<file path="config.mk">
export PLATFORM = sky130hd
export DESIGN_NAME = mf3_median
export DESIGN_NICKNAME = d
export VERILOG_FILES = /design/src/hdl/mf3_pkg.sv /design/src/hdl/mf3_median.sv
export SDC_FILE = /design/constraint.sdc
export NUM_CORES = 1
export LEC_CHECK = 0
export BUFFER_PORTS_ARGS = -buffer_cell sky130_fd_sc_hd__buf_2
export CAP_MARGIN = 10
export CORE_ASPECT_RATIO = 0.75
export CORE_UTILIZATION = 34
export DETAILED_ROUTE_END_ITERATION = 8
export GPL_TIMING_DRIVEN = 0
export PLACE_DENSITY = 0.61
export REMOVE_ABC_BUFFERS = 1
export SLEW_MARGIN = 20
export SYNTH_ARGS = -nofsm -noshare
export SYNTH_HDL_FRONTEND = slang
export SYNTH_SLANG_ARGS = --single-unit
</file>
<file path="constraint.sdc">
create_clock -name clk_i -period 6.05 [get_ports clk_i]
set_clock_uncertainty 0.05 [all_clocks]
set_input_delay 1.21 -clock clk_i [delete_from_list [all_inputs] [get_ports clk_i]]
set_output_delay 1.21 -clock clk_i [all_outputs]
set_load 0.01 [all_outputs]
</file>
<file path="src/hdl/mf3_pkg.sv">
// shared types, constants and small helpers of the 3x3 median filter
// no dependencies; compiled first
`timescale 1ns / 1ps

package mf3_pkg;

  localparam int unsigned MAX_WIDTH_DEF  = 1024;
  localparam int unsigned MAX_HEIGHT_DEF = 4096;

  localparam int unsigned PIX_W      = 8;
  localparam int unsigned SLOT_N     = 3;
  localparam int unsigned CFG_IDX_W  = 1;
  localparam int unsigned CFG_DATA_W = 13;
  localparam int unsigned IMG_W_BITS = 11;
  localparam int unsigned IMG_H_BITS = 13;

  localparam int unsigned WIDTH_RESET  = 1024;
  localparam int unsigned HEIGHT_RESET = 1024;

  // result queue behind the median pipeline
  localparam int unsigned FIFO_DEPTH = 8;
  localparam int unsigned FIFO_PTR_W = 3;
  localparam int unsigned FIFO_CNT_W = 4;

  typedef enum logic [CFG_IDX_W-1:0] {
    CFG_IMAGE_WIDTH  = 1'b0,
    CFG_IMAGE_HEIGHT = 1'b1
  } cfg_idx_e;

  typedef enum logic {
    ACT_PIXEL = 1'b0,
    ACT_FLUSH = 1'b1
  } action_e;

  typedef logic [1:0]       slot_t;
  typedef logic [PIX_W-1:0] pix_t;
  typedef pix_t [2:0]       col_t;   // index = row of the window
  typedef col_t [2:0]       win_t;   // index = column of the window

  typedef struct packed {
    logic valid;
    logic frame_done;
  } ctl_t;

  function automatic slot_t slot_next(input slot_t s);
    slot_t r;
    r = (s == 2'd2) ? 2'd0 : s + 2'd1;
    return r;
  endfunction

  function automatic slot_t slot_prev(input slot_t s);
    slot_t r;
    r = (s == 2'd0) ? 2'd2 : s - 2'd1;
    return r;
  endfunction

  function automatic pix_t slot_byte(input logic [SLOT_N*PIX_W-1:0] word, input slot_t s);
    pix_t r;
    unique case (s)
      2'd0:    r = word[0*PIX_W +: PIX_W];
      2'd1:    r = word[1*PIX_W +: PIX_W];
      2'd2:    r = word[2*PIX_W +: PIX_W];
      default: r = word[0*PIX_W +: PIX_W];
    endcase
    return r;
  endfunction

endpackage

</file>
<file path="src/hdl/mf3_median.sv">
// two-stage median of a 3x3 window: column sort, then max/med/min reduction
// depends on mf3_pkg
`timescale 1ns / 1ps

module mf3_median (
  input  logic          clk_i,
  input  logic          rst_ni,
  input  mf3_pkg::ctl_t ctl_i,
  input  mf3_pkg::win_t win_i,
  output mf3_pkg::ctl_t ctl_o,
  output mf3_pkg::pix_t median_o
);
  import mf3_pkg::*;

  function automatic pix_t pmin(input pix_t a, input pix_t b);
    return (a < b) ? a : b;
  endfunction

  function automatic pix_t pmax(input pix_t a, input pix_t b);
    return (a < b) ? b : a;
  endfunction

  function automatic pix_t pmed3(input pix_t a, input pix_t b, input pix_t c);
    return pmax(pmin(a, b), pmin(pmax(a, b), c));
  endfunction

  win_t srt_d;
  win_t srt_q;   // per column: [0] low, [1] mid, [2] high
  col_t red_d;
  col_t red_q;
  ctl_t ctl_a_q;
  ctl_t ctl_b_q;

  always_comb begin
    for (int c = 0; c < 3; c++) begin
      srt_d[c][0] = pmin(pmin(win_i[c][0], win_i[c][1]), win_i[c][2]);
      srt_d[c][1] = pmed3(win_i[c][0], win_i[c][1], win_i[c][2]);
      srt_d[c][2] = pmax(pmax(win_i[c][0], win_i[c][1]), win_i[c][2]);
    end
    // max of lows, median of mids, min of highs
    red_d[0] = pmax(pmax(srt_q[0][0], srt_q[1][0]), srt_q[2][0]);
    red_d[1] = pmed3(srt_q[0][1], srt_q[1][1], srt_q[2][1]);
    red_d[2] = pmin(pmin(srt_q[0][2], srt_q[1][2]), srt_q[2][2]);
  end

  always_ff @(posedge clk_i or negedge rst_ni) begin
    if (!rst_ni) begin
      ctl_a_q <= '0;
      ctl_b_q <= '0;
    end else begin
      ctl_a_q <= ctl_i;
      ctl_b_q <= ctl_a_q;
    end
  end

  always_ff @(posedge clk_i) begin
    srt_q <= srt_d;
    red_q <= red_d;
  end

  assign ctl_o    = ctl_b_q;
  assign median_o = pmed3(red_q[0], red_q[1], red_q[2]);

endmodule

</file>
==> metrics.txt <==
status=finished with violations; failing checks=negative setup slack; R2R Path Start=srt_q[13]; worst hold path type=register to register; Max Slew Vio Count=0; fill cell count=2483; critical path class=register to output port; wire length per cell=between 15 and 20 um; max-cap violations=0; reg2reg end=red_q[8]; leakage=0.00527 uW; fin crit period=6210 ps; Rows=50; Comb power frac=75.5%; CP dominant cell by count=nand4_1; Syn Std Cell Area=slightly below 9000 um2; worst-path cell chain=inv_1 -> ha_1 -> nand4_1 -> o31a_4 -> buf_12 -> mux2_4 -> ha_4 -> nand4_1 -> a221oi_2 -> nor2_4 -> a21oi_4 -> buf_12 -> mux2i_2 -> ha_1 -> nand4_1 -> or2_4 -> o21ai_4 -> mux2i_1 -> buf_2; CP startpoint kind=register; CP required=4790 ps; worst setup margin=-162 ps; sink count of the clock tree=100; Worst slew margin=a little under two fifths; Root Driver=clkbuf_16; 1st-iter DRT viols=486; Inserted Clock Buffers=9; storage element area=just over 2000 um2; Warnings, synthesis=0; worst vdd ir=0.859 mV; Routed WL=around 24 mm; hold depth=0; Max Buffers Root-to-Sink=2; number of global-route vias before repair=7354; drt via density=5.19; Seq/Total Area, Yosys=23.3%; total die area=around 26000 um2; Post-synth EDFFs=0; CTS tree=yes; Max H-tree Level=3; clk slew on worst S/H paths=80 ps; GPL Wtd Cong=0.898; Hold Fails Final Rpt=0; Worst Tran Pin Value=941 ps; Starting Density=between 30% and 40%; crit-path max FO=8; total core area=25000 um2; Switch Pwr=3380 uW; TritonRoute pass-1 iters=5; area grow syn2layout=23.2%; clk_lat worst skew=approximately 350 ps; power per cell area=663 nW/um2; hpwl dp=~18 mm; maximum clock frequency=0.161 GHz; share of cells above drive strength 1=22.4%; overflow left after global routing=0; Sw Ratio=47.7%; flop2flop setup slack=400 ps; Tot GR Track Use=17.6%; Synth Register Bits=100; ANT cells=0; first-pass GRT wire length=37.3 mm; Die W=187 um; I/O pin count=86; Primary FF master, synth=dfxtp_1; Slowest Stage Delay on Critical Path=450 ps; Nets=roughly 1.4k; area of placed instances=9430 um2; Worst Hold End=ctl_o[0]; largest net degree at the start of global routing=27; Setup WS pre-CTS=-1400 ps; Routed Antenna Nets=0; min-delay src=ctl_a_q[0]; CP max-delay cell=o31a_4; Setup violations, final=8; Syn Inst Count=1053; ys async rst share=4.00%; Worst Reg-to-Reg Cells=19; Int Pwr=3700 uW; Post-Syn Area per Cell=just over 8 um2; drt drc=0; Worst Setup End Kind=output port; Clk pwr share=8.3%; chip height=140 um; area occupied by multi-input gates=6630 um2; period utilization=103%; IO buf count=85; initial antenna violation count=1; Vias=about 7.9k; RSZ-0062 raised after global routing=yes; most common cell after layout, fill and taps aside=ha_1; hold buffers post-CTS=0; commonest cells after routing, fill and taps aside=ha_1, inv_1, dfxtp_1, nand2_1, buf_2; sequential power share=16.2%; Post-Layout Inst Area=10700 um2; arrival time worst endpoint=just under 5000 ps; Synth cell types=63
==> power by group through the flow <==
stage	combinational (uW)	sequential (uW)	clock, uW
2_1_floorplan	3180	1030	0
3_3_place_gp	4120	1130	0
3_5_place_dp	4180	1140	0
4_1_cts	4830	1130	603
5_1_grt	5940	1170	632
6_report	5350	1150	592
==> cell usage after synthesis (all sizes together) (6+ instances only) <==
cell	count	area (um2)
nand4	16	100
a211oi	16	138
o21ai	107	554
nand3	9	45.0
a21oi	76	395
mux2i	63	631
nor2	83	314
nor2b	6	37.5
nand2	86	323
nand2b	7	43.8
ha	154	1930
mux2	56	634
o21a	10	75.1
inv	135	507
buf	18	91.3
dfxtp	96	1920
a21o	23	173
clkbuf	8	30.0
nor3	11	55.1
o211ai	6	45.0
==> through the flow <==
stage	utilization (%)	TNS (ps)	power [uW]	hold slack, ps	instances
after global placement	37.6	-41570	5260	282	1450
after detailed placement	37.7	-34100	5310	288	1451
final	42.7	-828	7090	301	1515
after CTS	41.2	-15.7	6560	306	1497
after floorplan	-	-12890	4210	281	1027
after global routing	42.7	-2470	7740	311	1515
==> how the worst max path moves through the flow <==
stage | startpoint | endpoint | slack (ps) | cells after the start
finish | red_q[14] | median_o[6] | -160 | 19
global route | red_q[15] | median_o[7] | -330 | 19
CTS | red_q[13] | median_o[6] | -20 | 22
detailed placement | win_i[29] | srt_q[33] | -1400 | 20
global placement | win_i[35] | srt_q[33] | -2250 | 21
floorplan | win_i[35] | srt_q[37] | -940 | 21
==> area by class of cell <==
type	count	share of cell area, %
timing repair buffer	124	7.32
multi-input combinational	802	62.0
tap	338	3.95
inverter	135	4.74
clock buffer	9	2.11
sequential	100	19.0
clock inverter	7	0.877
==> timing repair <==
item                       in CTS  in global routing
setup buffers                  22                 15
resized for setup              56                 48
setup endpoints to repair      40                 40
pin swaps                      20                 20
cloned                          8                  2
==> critical path: cells and delay by family (launching register included) <==
kind	cells	cell delay (ps)
AOI/OAI and AO/OA	4	1250
and+or+nand+nor	5	880
muxes	3	860
adders and majority gates	3	750
buffers and inverters	4	520
DFF	1	340
==> flip-flops by register name, indices dropped and copies added (netlist names) <==
register	count
ctl_o	2
red_q	24
ctl_a_q	2
srt_q	72
==> metal layers <==
layer / share of wire [%] / GRT usage, %
met1: 52 / 25.7
met2: 42 / 26.9
met3: 5.2 / 3.33
met4: 0.86 / 2.76
met5: 0 / 0
==> logic make-up (layout without fill, tap and decap cells) <==
logic type | count (synthesis) | count (layout) | share of synthesized area (%)
AOI/OAI and AO/OA | 280 | 289 | 20.5
and+or+nand+nor | 239 | 240 | 12.2
buffers and inverters | 161 | 275 | 7.23
adders and majority gates | 154 | 154 | 22.2
muxes | 119 | 119 | 14.6
DFF | 100 | 100 | 23.3
(Power assumes the default switching activity.)
